File: src/sv/ddsrf_decoupling_filter_unit_assert.svh
// Assertion macros for the decoupling filter unit.
`ifndef DDSRF_DECOUPLING_FILTER_UNIT_ASSERT_SVH
`define DDSRF_DECOUPLING_FILTER_UNIT_ASSERT_SVH
`ifndef ASSERT_OFF
`define DDSRF_ASSERT(label, clk, rst_n, prop) \
    label: assert property (@(posedge clk) disable iff (!rst_n) prop) \
        else $error("ddsrf assertion failed");
`define DDSRF_ASSERT_ALWAYS(label, clk, prop) \
    label: assert property (@(posedge clk) prop) \
        else $error("ddsrf assertion failed");
`else
`define DDSRF_ASSERT(label, clk, rst_n, prop)
`define DDSRF_ASSERT_ALWAYS(label, clk, prop)
`endif
`endif

File: src/sv/ddsrf_pkg.sv
`timescale 1ns / 1ps
package ddsrf_pkg;

    localparam int SAMPLE_W = 16;
    localparam int GAIN_W   = 16;
    localparam int X_W      = 20;
    localparam int OPA_W    = 21;
    localparam int OPB_W    = 17;
    localparam int PROD_W   = OPA_W + OPB_W;
    localparam int ACC_W    = 40;
    localparam int STEP_W   = 5;

    localparam int CFG_IDX_W  = 1;
    localparam int CFG_DATA_W = 16;

    localparam logic [CFG_IDX_W-1:0] REG_INPUT_GAIN    = 1'b0;
    localparam logic [CFG_IDX_W-1:0] REG_FEEDBACK_GAIN = 1'b1;

    localparam logic [GAIN_W-1:0] INPUT_GAIN_RST    = 16'd1996;
    localparam logic [GAIN_W-1:0] FEEDBACK_GAIN_RST = 16'd63540;

    localparam logic [STEP_W-1:0] STEP_IDLE = 5'd0;
    localparam logic [STEP_W-1:0] STEP_LAST = 5'd21;

    localparam logic signed [ACC_W-1:0] RND13 = 40'sd4096;
    localparam logic signed [ACC_W-1:0] RND14 = 40'sd8192;
    localparam logic signed [ACC_W-1:0] RND16 = 40'sd32768;
    localparam logic signed [ACC_W-1:0] SAT_HI = 40'sd32767;
    localparam logic signed [ACC_W-1:0] SAT_LO = -40'sd32768;

    typedef struct packed {
        logic signed [SAMPLE_W-1:0] d_pos;
        logic signed [SAMPLE_W-1:0] q_pos;
        logic signed [SAMPLE_W-1:0] d_neg;
        logic signed [SAMPLE_W-1:0] q_neg;
        logic signed [SAMPLE_W-1:0] cos_angle;
        logic signed [SAMPLE_W-1:0] sin_angle;
    } t_in;

    typedef struct packed {
        logic signed [SAMPLE_W-1:0] d_pos_filtered;
        logic signed [SAMPLE_W-1:0] q_pos_filtered;
        logic signed [SAMPLE_W-1:0] d_neg_filtered;
        logic signed [SAMPLE_W-1:0] q_neg_filtered;
    } t_out;

    typedef enum logic [1:0] {A_COS, A_SIN, A_FILT, A_X} t_asel;
    typedef enum logic [2:0] {B_COS, B_SIN, B_C2, B_S2, B_K1, B_K2} t_bsel;
    typedef enum logic [2:0] {ACC_HOLD, ACC_LOAD, ACC_ADD, ACC_SUB, ACC_RAW_SUB} t_accop;
    typedef enum logic [2:0] {WB_NONE, WB_C2, WB_S2, WB_X, WB_FILT} t_wb;
    typedef enum logic [1:0] {JMP_NEXT, JMP_WAIT_IN, JMP_WAIT_OUT} t_jmp;

    typedef struct packed {
        t_asel       a_sel;
        logic [1:0]  a_idx;
        t_bsel       b_sel;
        t_accop      acc_op;
        logic [1:0]  raw_idx;
        t_wb         wb;
        logic [1:0]  wb_idx;
        t_jmp        jmp;
    } t_uop;

    function automatic t_uop mk_uop(input t_asel a_sel, input logic [1:0] a_idx,
                                    input t_bsel b_sel, input t_accop acc_op,
                                    input logic [1:0] raw_idx, input t_wb wb,
                                    input logic [1:0] wb_idx, input t_jmp jmp);
        t_uop u;
        u.a_sel   = a_sel;
        u.a_idx   = a_idx;
        u.b_sel   = b_sel;
        u.acc_op  = acc_op;
        u.raw_idx = raw_idx;
        u.wb      = wb;
        u.wb_idx  = wb_idx;
        u.jmp     = jmp;
        return u;
    endfunction

    // Control store. Filtered index order is dp, qp, dn, qn.
    // A write-back always takes the accumulator before this step's product lands.
    function automatic t_uop ucode(input logic [STEP_W-1:0] step);
        t_uop u;
        case (step)
            5'd0:  u = mk_uop(A_COS,  2'd0, B_COS, ACC_HOLD,    2'd0, WB_NONE, 2'd0, JMP_WAIT_IN);
            5'd1:  u = mk_uop(A_COS,  2'd0, B_COS, ACC_LOAD,    2'd0, WB_NONE, 2'd0, JMP_NEXT);
            5'd2:  u = mk_uop(A_SIN,  2'd0, B_SIN, ACC_SUB,     2'd0, WB_NONE, 2'd0, JMP_NEXT);
            5'd3:  u = mk_uop(A_SIN,  2'd0, B_COS, ACC_LOAD,    2'd0, WB_C2,   2'd0, JMP_NEXT);
            5'd4:  u = mk_uop(A_FILT, 2'd2, B_C2,  ACC_RAW_SUB, 2'd0, WB_S2,   2'd0, JMP_NEXT);
            5'd5:  u = mk_uop(A_FILT, 2'd3, B_S2,  ACC_SUB,     2'd0, WB_NONE, 2'd0, JMP_NEXT);
            5'd6:  u = mk_uop(A_FILT, 2'd3, B_C2,  ACC_RAW_SUB, 2'd1, WB_X,    2'd0, JMP_NEXT);
            5'd7:  u = mk_uop(A_FILT, 2'd2, B_S2,  ACC_ADD,     2'd0, WB_NONE, 2'd0, JMP_NEXT);
            5'd8:  u = mk_uop(A_FILT, 2'd0, B_C2,  ACC_RAW_SUB, 2'd2, WB_X,    2'd1, JMP_NEXT);
            5'd9:  u = mk_uop(A_FILT, 2'd1, B_S2,  ACC_ADD,     2'd0, WB_NONE, 2'd0, JMP_NEXT);
            5'd10: u = mk_uop(A_FILT, 2'd1, B_C2,  ACC_RAW_SUB, 2'd3, WB_X,    2'd2, JMP_NEXT);
            5'd11: u = mk_uop(A_FILT, 2'd0, B_S2,  ACC_SUB,     2'd0, WB_NONE, 2'd0, JMP_NEXT);
            5'd12: u = mk_uop(A_X,    2'd0, B_K1,  ACC_LOAD,    2'd0, WB_X,    2'd3, JMP_NEXT);
            5'd13: u = mk_uop(A_FILT, 2'd0, B_K2,  ACC_ADD,     2'd0, WB_NONE, 2'd0, JMP_NEXT);
            5'd14: u = mk_uop(A_X,    2'd1, B_K1,  ACC_LOAD,    2'd0, WB_FILT, 2'd0, JMP_NEXT);
            5'd15: u = mk_uop(A_FILT, 2'd1, B_K2,  ACC_ADD,     2'd0, WB_NONE, 2'd0, JMP_NEXT);
            5'd16: u = mk_uop(A_X,    2'd2, B_K1,  ACC_LOAD,    2'd0, WB_FILT, 2'd1, JMP_NEXT);
            5'd17: u = mk_uop(A_FILT, 2'd2, B_K2,  ACC_ADD,     2'd0, WB_NONE, 2'd0, JMP_NEXT);
            5'd18: u = mk_uop(A_X,    2'd3, B_K1,  ACC_LOAD,    2'd0, WB_FILT, 2'd2, JMP_NEXT);
            5'd19: u = mk_uop(A_FILT, 2'd3, B_K2,  ACC_ADD,     2'd0, WB_NONE, 2'd0, JMP_NEXT);
            5'd20: u = mk_uop(A_COS,  2'd0, B_COS, ACC_HOLD,    2'd0, WB_FILT, 2'd3, JMP_NEXT);
            5'd21: u = mk_uop(A_COS,  2'd0, B_COS, ACC_HOLD,    2'd0, WB_NONE, 2'd0, JMP_WAIT_OUT);
            default: u = mk_uop(A_COS, 2'd0, B_COS, ACC_HOLD,   2'd0, WB_NONE, 2'd0, JMP_WAIT_OUT);
        endcase
        return u;
    endfunction

    function automatic logic signed [SAMPLE_W-1:0] sat16(input logic signed [ACC_W-1:0] v);
        logic signed [SAMPLE_W-1:0] r;
        if (v > SAT_HI) begin
            r = 16'sh7fff;
        end else if (v < SAT_LO) begin
            r = 16'sh8000;
        end else begin
            r = v[SAMPLE_W-1:0];
        end
        return r;
    endfunction

endpackage

File: src/sv/ddsrf_decoupling_filter_unit.sv
`timescale 1ns / 1ps
// A new request is accepted only in the idle step, once the previous result has moved
// into the output register. The shared multiply-accumulate unit runs one control-store
// step per cycle, pausing only at the idle and last steps, over 19 product steps.
// Reset (synchronous, active low): gains return to 1996 and 63540, the four filter
// states clear to zero, the sequencer returns to its idle step and the output empties.
`include "ddsrf_decoupling_filter_unit_assert.svh"
module ddsrf_decoupling_filter_unit
    import ddsrf_pkg::*;
(
    input  logic                  i_clk,
    input  logic                  i_rst_n,
    input  logic                  i_cfg_we,
    input  logic [CFG_IDX_W-1:0]  i_cfg_idx,
    input  logic [CFG_DATA_W-1:0] i_cfg_data,
    input  logic                  i_in_valid,
    output logic                  o_in_ready,
    input  t_in                   i_in,
    output logic                  o_out_valid,
    input  logic                  i_out_ready,
    output t_out                  o_out
);

    logic [GAIN_W-1:0]                r_k1;
    logic [GAIN_W-1:0]                r_k2;
    logic [STEP_W-1:0]                r_step;
    logic [STEP_W-1:0]                n_step;
    t_in                              r_in;
    logic signed [SAMPLE_W-1:0]       r_filt [4];
    logic signed [X_W-1:0]            r_x    [4];
    logic signed [SAMPLE_W-1:0]       r_c2;
    logic signed [SAMPLE_W-1:0]       r_s2;
    logic signed [ACC_W-1:0]          r_acc;
    logic signed [ACC_W-1:0]          n_acc;

    t_uop                             w_uop;
    logic                             w_in_acc;
    logic                             w_out_free;
    logic signed [OPA_W-1:0]          w_op_a;
    logic signed [OPB_W-1:0]          w_op_b;
    logic signed [PROD_W-1:0]         w_prod;
    logic signed [ACC_W-1:0]          w_prod_ext;
    logic signed [SAMPLE_W-1:0]       w_raw;
    logic signed [ACC_W-1:0]          w_raw_ext;
    logic signed [ACC_W-1:0]          w_sum13;
    logic signed [ACC_W-1:0]          w_sum14;
    logic signed [ACC_W-1:0]          w_sum16;
    logic signed [ACC_W-1:0]          w_rnd13;
    logic signed [ACC_W-1:0]          w_rnd14;
    logic signed [ACC_W-1:0]          w_rnd16;

    assign w_uop      = ucode(r_step);
    assign o_in_ready = (r_step == STEP_IDLE);
    assign w_in_acc   = i_in_valid && o_in_ready;
    assign w_out_free = !o_out_valid || i_out_ready;

    // Operand selection for the shared multiplier.
    always_comb begin
        case (w_uop.a_sel)
            A_COS:   w_op_a = OPA_W'(r_in.cos_angle);
            A_SIN:   w_op_a = OPA_W'(r_in.sin_angle);
            A_FILT:  w_op_a = OPA_W'(r_filt[w_uop.a_idx]);
            A_X:     w_op_a = OPA_W'(r_x[w_uop.a_idx]);
            default: w_op_a = '0;
        endcase
    end

    always_comb begin
        case (w_uop.b_sel)
            B_COS:   w_op_b = OPB_W'(r_in.cos_angle);
            B_SIN:   w_op_b = OPB_W'(r_in.sin_angle);
            B_C2:    w_op_b = OPB_W'(r_c2);
            B_S2:    w_op_b = OPB_W'(r_s2);
            B_K1:    w_op_b = $signed({1'b0, r_k1});
            B_K2:    w_op_b = $signed({1'b0, r_k2});
            default: w_op_b = '0;
        endcase
    end

    always_comb begin
        case (w_uop.raw_idx)
            2'd0:    w_raw = r_in.d_pos;
            2'd1:    w_raw = r_in.q_pos;
            2'd2:    w_raw = r_in.d_neg;
            default: w_raw = r_in.q_neg;
        endcase
    end

    assign w_prod     = w_op_a * w_op_b;
    assign w_prod_ext = ACC_W'(w_prod);
    assign w_raw_ext  = $signed({{(ACC_W - SAMPLE_W - 14){w_raw[SAMPLE_W-1]}}, w_raw, 14'd0});

    always_comb begin
        case (w_uop.acc_op)
            ACC_LOAD:    n_acc = w_prod_ext;
            ACC_ADD:     n_acc = r_acc + w_prod_ext;
            ACC_SUB:     n_acc = r_acc - w_prod_ext;
            ACC_RAW_SUB: n_acc = w_raw_ext - w_prod_ext;
            default:     n_acc = r_acc;
        endcase
    end

    // Round half up: add half an LSB of the target, then shift arithmetically.
    assign w_sum13 = r_acc + RND13;
    assign w_sum14 = r_acc + RND14;
    assign w_sum16 = r_acc + RND16;
    assign w_rnd13 = w_sum13 >>> 13;
    assign w_rnd14 = w_sum14 >>> 14;
    assign w_rnd16 = w_sum16 >>> 16;

    always_comb begin
        n_step = r_step;
        case (w_uop.jmp)
            JMP_WAIT_IN: begin
                if (w_in_acc) begin
                    n_step = r_step + STEP_W'(1);
                end
            end
            JMP_WAIT_OUT: begin
                if (w_out_free) begin
                    n_step = STEP_IDLE;
                end
            end
            default: n_step = r_step + STEP_W'(1);
        endcase
    end

    always_ff @(posedge i_clk) begin
        if (!i_rst_n) begin
            r_k1 <= INPUT_GAIN_RST;
            r_k2 <= FEEDBACK_GAIN_RST;
        end else if (i_cfg_we) begin
            case (i_cfg_idx)
                REG_INPUT_GAIN:    r_k1 <= i_cfg_data[GAIN_W-1:0];
                REG_FEEDBACK_GAIN: r_k2 <= i_cfg_data[GAIN_W-1:0];
                default: ;
            endcase
        end
    end

    always_ff @(posedge i_clk) begin
        if (!i_rst_n) begin
            r_step      <= STEP_IDLE;
            o_out_valid <= 1'b0;
            for (int i = 0; i < 4; i++) begin
                r_filt[i] <= '0;
            end
        end else begin
            r_step <= n_step;
            if (w_uop.jmp == JMP_WAIT_OUT && w_out_free) begin
                o_out_valid <= 1'b1;
            end else if (i_out_ready) begin
                o_out_valid <= 1'b0;
            end
            if (w_uop.wb == WB_FILT) begin
                r_filt[w_uop.wb_idx] <= sat16(w_rnd16);
            end
        end
    end

    always_ff @(posedge i_clk) begin
        if (w_in_acc) begin
            r_in <= i_in;
        end
        r_acc <= n_acc;
        case (w_uop.wb)
            WB_C2:   r_c2 <= sat16(w_rnd14);
            WB_S2:   r_s2 <= sat16(w_rnd13);
            WB_X:    r_x[w_uop.wb_idx] <= w_rnd14[X_W-1:0];
            default: ;
        endcase
        if (w_uop.jmp == JMP_WAIT_OUT && w_out_free) begin
            o_out.d_pos_filtered <= r_filt[0];
            o_out.q_pos_filtered <= r_filt[1];
            o_out.d_neg_filtered <= r_filt[2];
            o_out.q_neg_filtered <= r_filt[3];
        end
    end

    `DDSRF_ASSERT(a_accept_starts, i_clk, i_rst_n, (i_in_valid && o_in_ready) |=> (r_step == STEP_W'(1)))
    `DDSRF_ASSERT(a_result_from_last, i_clk, i_rst_n, (!o_out_valid ##1 o_out_valid) |-> ($past(r_step) == STEP_LAST))
    `DDSRF_ASSERT(a_hold_when_blocked, i_clk, i_rst_n, (r_step == STEP_LAST && o_out_valid && !i_out_ready) |=> (r_step == STEP_LAST))
    `DDSRF_ASSERT_ALWAYS(a_step_range, i_clk, !i_rst_n || (r_step <= STEP_LAST))

endmodule
File: config.mk
export PLATFORM = sky130hd
export DESIGN_NAME = ddsrf_decoupling_filter_unit
export DESIGN_NICKNAME = d
export VERILOG_FILES = /design/src/sv/ddsrf_pkg.sv /design/src/sv/ddsrf_decoupling_filter_unit.sv
export VERILOG_INCLUDE_DIRS = /design/src /design/src/sv
export SDC_FILE = /design/constraint.sdc
export NUM_CORES = 2
export LEC_CHECK = 0
export ABC_AREA = 1
export BUFFER_PORTS_ARGS = -buffer_cell sky130_fd_sc_hd__buf_2
export CAP_MARGIN = 30
export CELL_PAD_IN_SITES_DETAIL_PLACEMENT = 1
export CELL_PAD_IN_SITES_GLOBAL_PLACEMENT = 2
export CORE_MARGIN = 5
export CORE_UTILIZATION = 30
export CTS_CLUSTER_DIAMETER = 40
export CTS_CLUSTER_SIZE = 14
export DETAILED_ROUTE_END_ITERATION = 7
export PLACE_DENSITY_LB_ADDON = 0.12
export SETUP_SLACK_MARGIN = 0.15
export SLEW_MARGIN = 20
export SYNTH_ARGS = -nofsm -noshare
export SYNTH_HDL_FRONTEND = slang
export SYNTH_SLANG_ARGS = --single-unit
File: constraint.sdc
create_clock -name i_clk -period 8.24 [get_ports i_clk]
set_input_delay 0.412 -clock i_clk [delete_from_list [all_inputs] [get_ports i_clk]]
set_output_delay 0.412 -clock i_clk [all_outputs]
set_load 0.01 [all_outputs]
==> run_results.csv <==
group,metric,value,unit
run_status,status,"finished with violations",
run_status,failed_checks,"setup timing",
die,die_x,365,µm
finish,layout_commonest_cell,"buf_4",
sta,finClkSkew,0.0514,ns
setup_path,critPathMaxFanout,6,
placement,place_congestion,0.885,
setup_path,worstSetupPathType,"reg -> reg",
setup_path,cp_slowest_cell,"fa_1",
drt,antenna_left,0,
sta,rsz0062_at_grt,"yes",
synth,synth_cell_types,58,
setup_path,crit_path_end_kind,"flip-flop",
synth,async_reset_ff_frac,0,
synth,ys_ff_latch,432,
finish,drive_above_1_share,0.358,
grt,overflow,0,
grt,grtUsageTotal,0.240,
clock_network,clkSinkCount,432,
finish,post-route-util,0.448,
drt,firstDrtPassIters,5,
finish,multi_input_area,25100,µm²
job,max_cap_viol_count,0,
placement,portBuffers,183,
sta,period_share,1.10,
clock_network,cts_tree,"built",
synth,netlist_instances,4581,
sta,max_slew_margin,0.365,
drt,drt_wl_total,161000,µm
setup_path,r2r_slack,-0.85,ns
synth,synth_flop_cell,"edfxtp_1",
finish,syn2layout_area_growth,48.7,%
clock_network,clk_latency,0.67,ns
drt,num_vias,35669,
finish,design_area,56200,µm²
sta,setup-tns-final,-14.71,ns
drt,drt-initial-drc-count,1815,
die,io-pin-count,184,
grt,grt_pass1_vias,38358,
finish,ff_latch_area,12400,µm²
die,fp.dieH,365,µm
sta,finalSetupViolCount,23,
setup_path,cp.required,8.60,ns
hold_path,worstHoldPathType,"in -> reg",
die,rows,130,
grt,grt_max_degree,65,
clock_network,cts_htree_levels,3,
drt,routedWlPerCell,21.4,µm
die,core,125000,µm²
sta,fin_ws,-0.848,ns
grt,grt_pass1_wl,240000,µm
clock_network,numCtsBuffers,76,
placement,hpwl,128000,µm
placement,placed_area,47300,µm²
synth,syn-cell-area,37800,µm²
clock_network,path_clk_slew,0.06,ns
synth,ys_warn_count,0,
finish,final_cell_mix,"buf_4 (841), nand2_1 (815), inv_1 (753)",
finish,nets,6457,
die,start_util,0.301,
synth,yosysSeqAreaShare,0.328,
drt,via_per_inst,4.73,
synth,synth_edf_count,376,
clock_network,root_buffer,"clkbuf_16",
setup_path,critPathMaxStageDelay,0.55,ns
synth,synth_nets,5215,
sta,finalMaxSlewViolations,0,
synth,avgSynthCellArea,8.25,µm²
sta,fmax,0.110,GHz
setup_path,crit_path_frequent_cell,"fa_1",
drt,drc_errors,0,
setup_path,worst_setup_path_start_kind,"flip-flop",
die,floorplan.die_area,133000,µm²
sta,hold_viol,0,
setup_path,crit_arrival,9.45,ns
clock_network,cts_buffer_depth,3,
sta,min_period,9.09,ns
finish,fill_cells,14576,
sta,worst_pin_slew,0.951,ns
grt,antenna_found_initial,5,
## layout make-up
type,count,share of cell area
Sequential cell,432,0.221
Multi-Input combinational cell,3156,0.446
Timing Repair Buffer,1277,0.188
Clock buffer,88,0.0352
Timing Repair inverter,1,0.000111
Clock inverter,54,0.0134
Inverter,879,0.0600
Antenna cell,2,0.0000890
Tap cell,1650,0.0367
## routing by layer
metal	global-route usage	up-vias	wire, µm	part of all wire
li1	-	17075	-	-
met1	0.323	17796	73100	0.45
met2	0.407	611	77400	0.48
met3	0.0288	187	5360	0.033
met4	0.0743	0	5270	0.033
met5	0	-	0	0
## cells by family (layout without fill, tap and decap cells)
group                      count (synthesis)  after routing  share of synthesized area
other                                      0              2                          0
DFF                                      432            432                      0.328
xor gates and xnor gates                 105            105                     0.0255
AOI/OAI and AO/OA                        596            596                     0.0892
buffers and inverters                    993           2299                      0.101
and+or+nand+nor                         1939           1939                      0.216
adders and majority gates                516            516                      0.240
## synthesized netlist by cell type, types with 7 or more instances
cell / instances / area [µm²]
or2_2: 17 / 106
edfxtp_1: 376 / 11300
nand3_1: 192 / 961
fa_1: 347 / 6950
nand3b_1: 8 / 60.1
nand2_2: 32 / 200
dfxtp_1: 56 / 1120
a31oi_1: 9 / 56.3
nand4_1: 37 / 231
a21o_1: 7 / 52.6
xnor2_1: 13 / 114
nor4_1: 19 / 119
o21a_1: 15 / 113
o21bai_1: 8 / 60.1
inv_1: 845 / 3170
o21ai_0: 232 / 1160
nand2_1: 993 / 3730
o211ai_1: 33 / 248
inv_2: 16 / 60.1
nor2_2: 28 / 175
xor2_1: 86 / 753
a21oi_1: 212 / 1060
clkinv_1: 17 / 63.8
nor2_1: 539 / 2020
nor4_2: 8 / 100
o22ai_1: 26 / 163
ha_1: 169 / 2110
nor3_1: 32 / 160
clkbuf_1: 87 / 327
a22o_1: 15 / 131
and2_1: 7 / 43.8
nor3_2: 10 / 100
o221ai_1: 12 / 105
buf_2: 12 / 60.1
## state kept, by name, summed over array words and instances, names as in the netlist
signal	flops
r_k2	16
r_c2	16
r_in	96
o_out_valid	1
w_uop	18
r_step	5
o_out	64
r_s2	16
r_k1	16
r_x	80
r_filt	64
r_acc	40
## critical path: cells and delay by family (launching register included)
kind	cells	cell delay, ns
buffers and inverters	18	1.71
AOI/OAI and AO/OA	11	1.32
xor gates and xnor gates	2	0.53
DFF	1	0.44
and+or+nand+nor	12	1.07
adders and majority gates	8	3.63
## path summary, 6_finish.rpt
check	start	end	cells after the start
min reg2reg	r_k1[15]	r_k1[15]	2
min	i_cfg_data[1]	r_k2[1]	3
max reg2reg	w_uop[15]	r_acc[35]	51
max	w_uop[15]	r_acc[35]	51
## repair_timing
action,4_1_cts,5_1_grt
gates resized for setup,573,369
endpoints found under the hold margin,112,1
pin swaps,178,216
buffers inserted,118,64
hold buffers,109,1
cloned,5,0
setup endpoints to repair,30,30
## through the flow
step	std cells	setup slack [ns]	hold WS (ns)
after floorplan	4581	-0.0589	0.421
after global placement	7094	-1.86	0.472
after detailed placement	7096	-1.92	0.472
after CTS	7470	-0.868	0.00501
after global routing	7539	-1.20	0.0558
final	7539	-0.848	0.0528
Power is left out: the tool's default activity adds up to more than one toggle a clock period on the data nets, which glitch-free logic cannot reach.
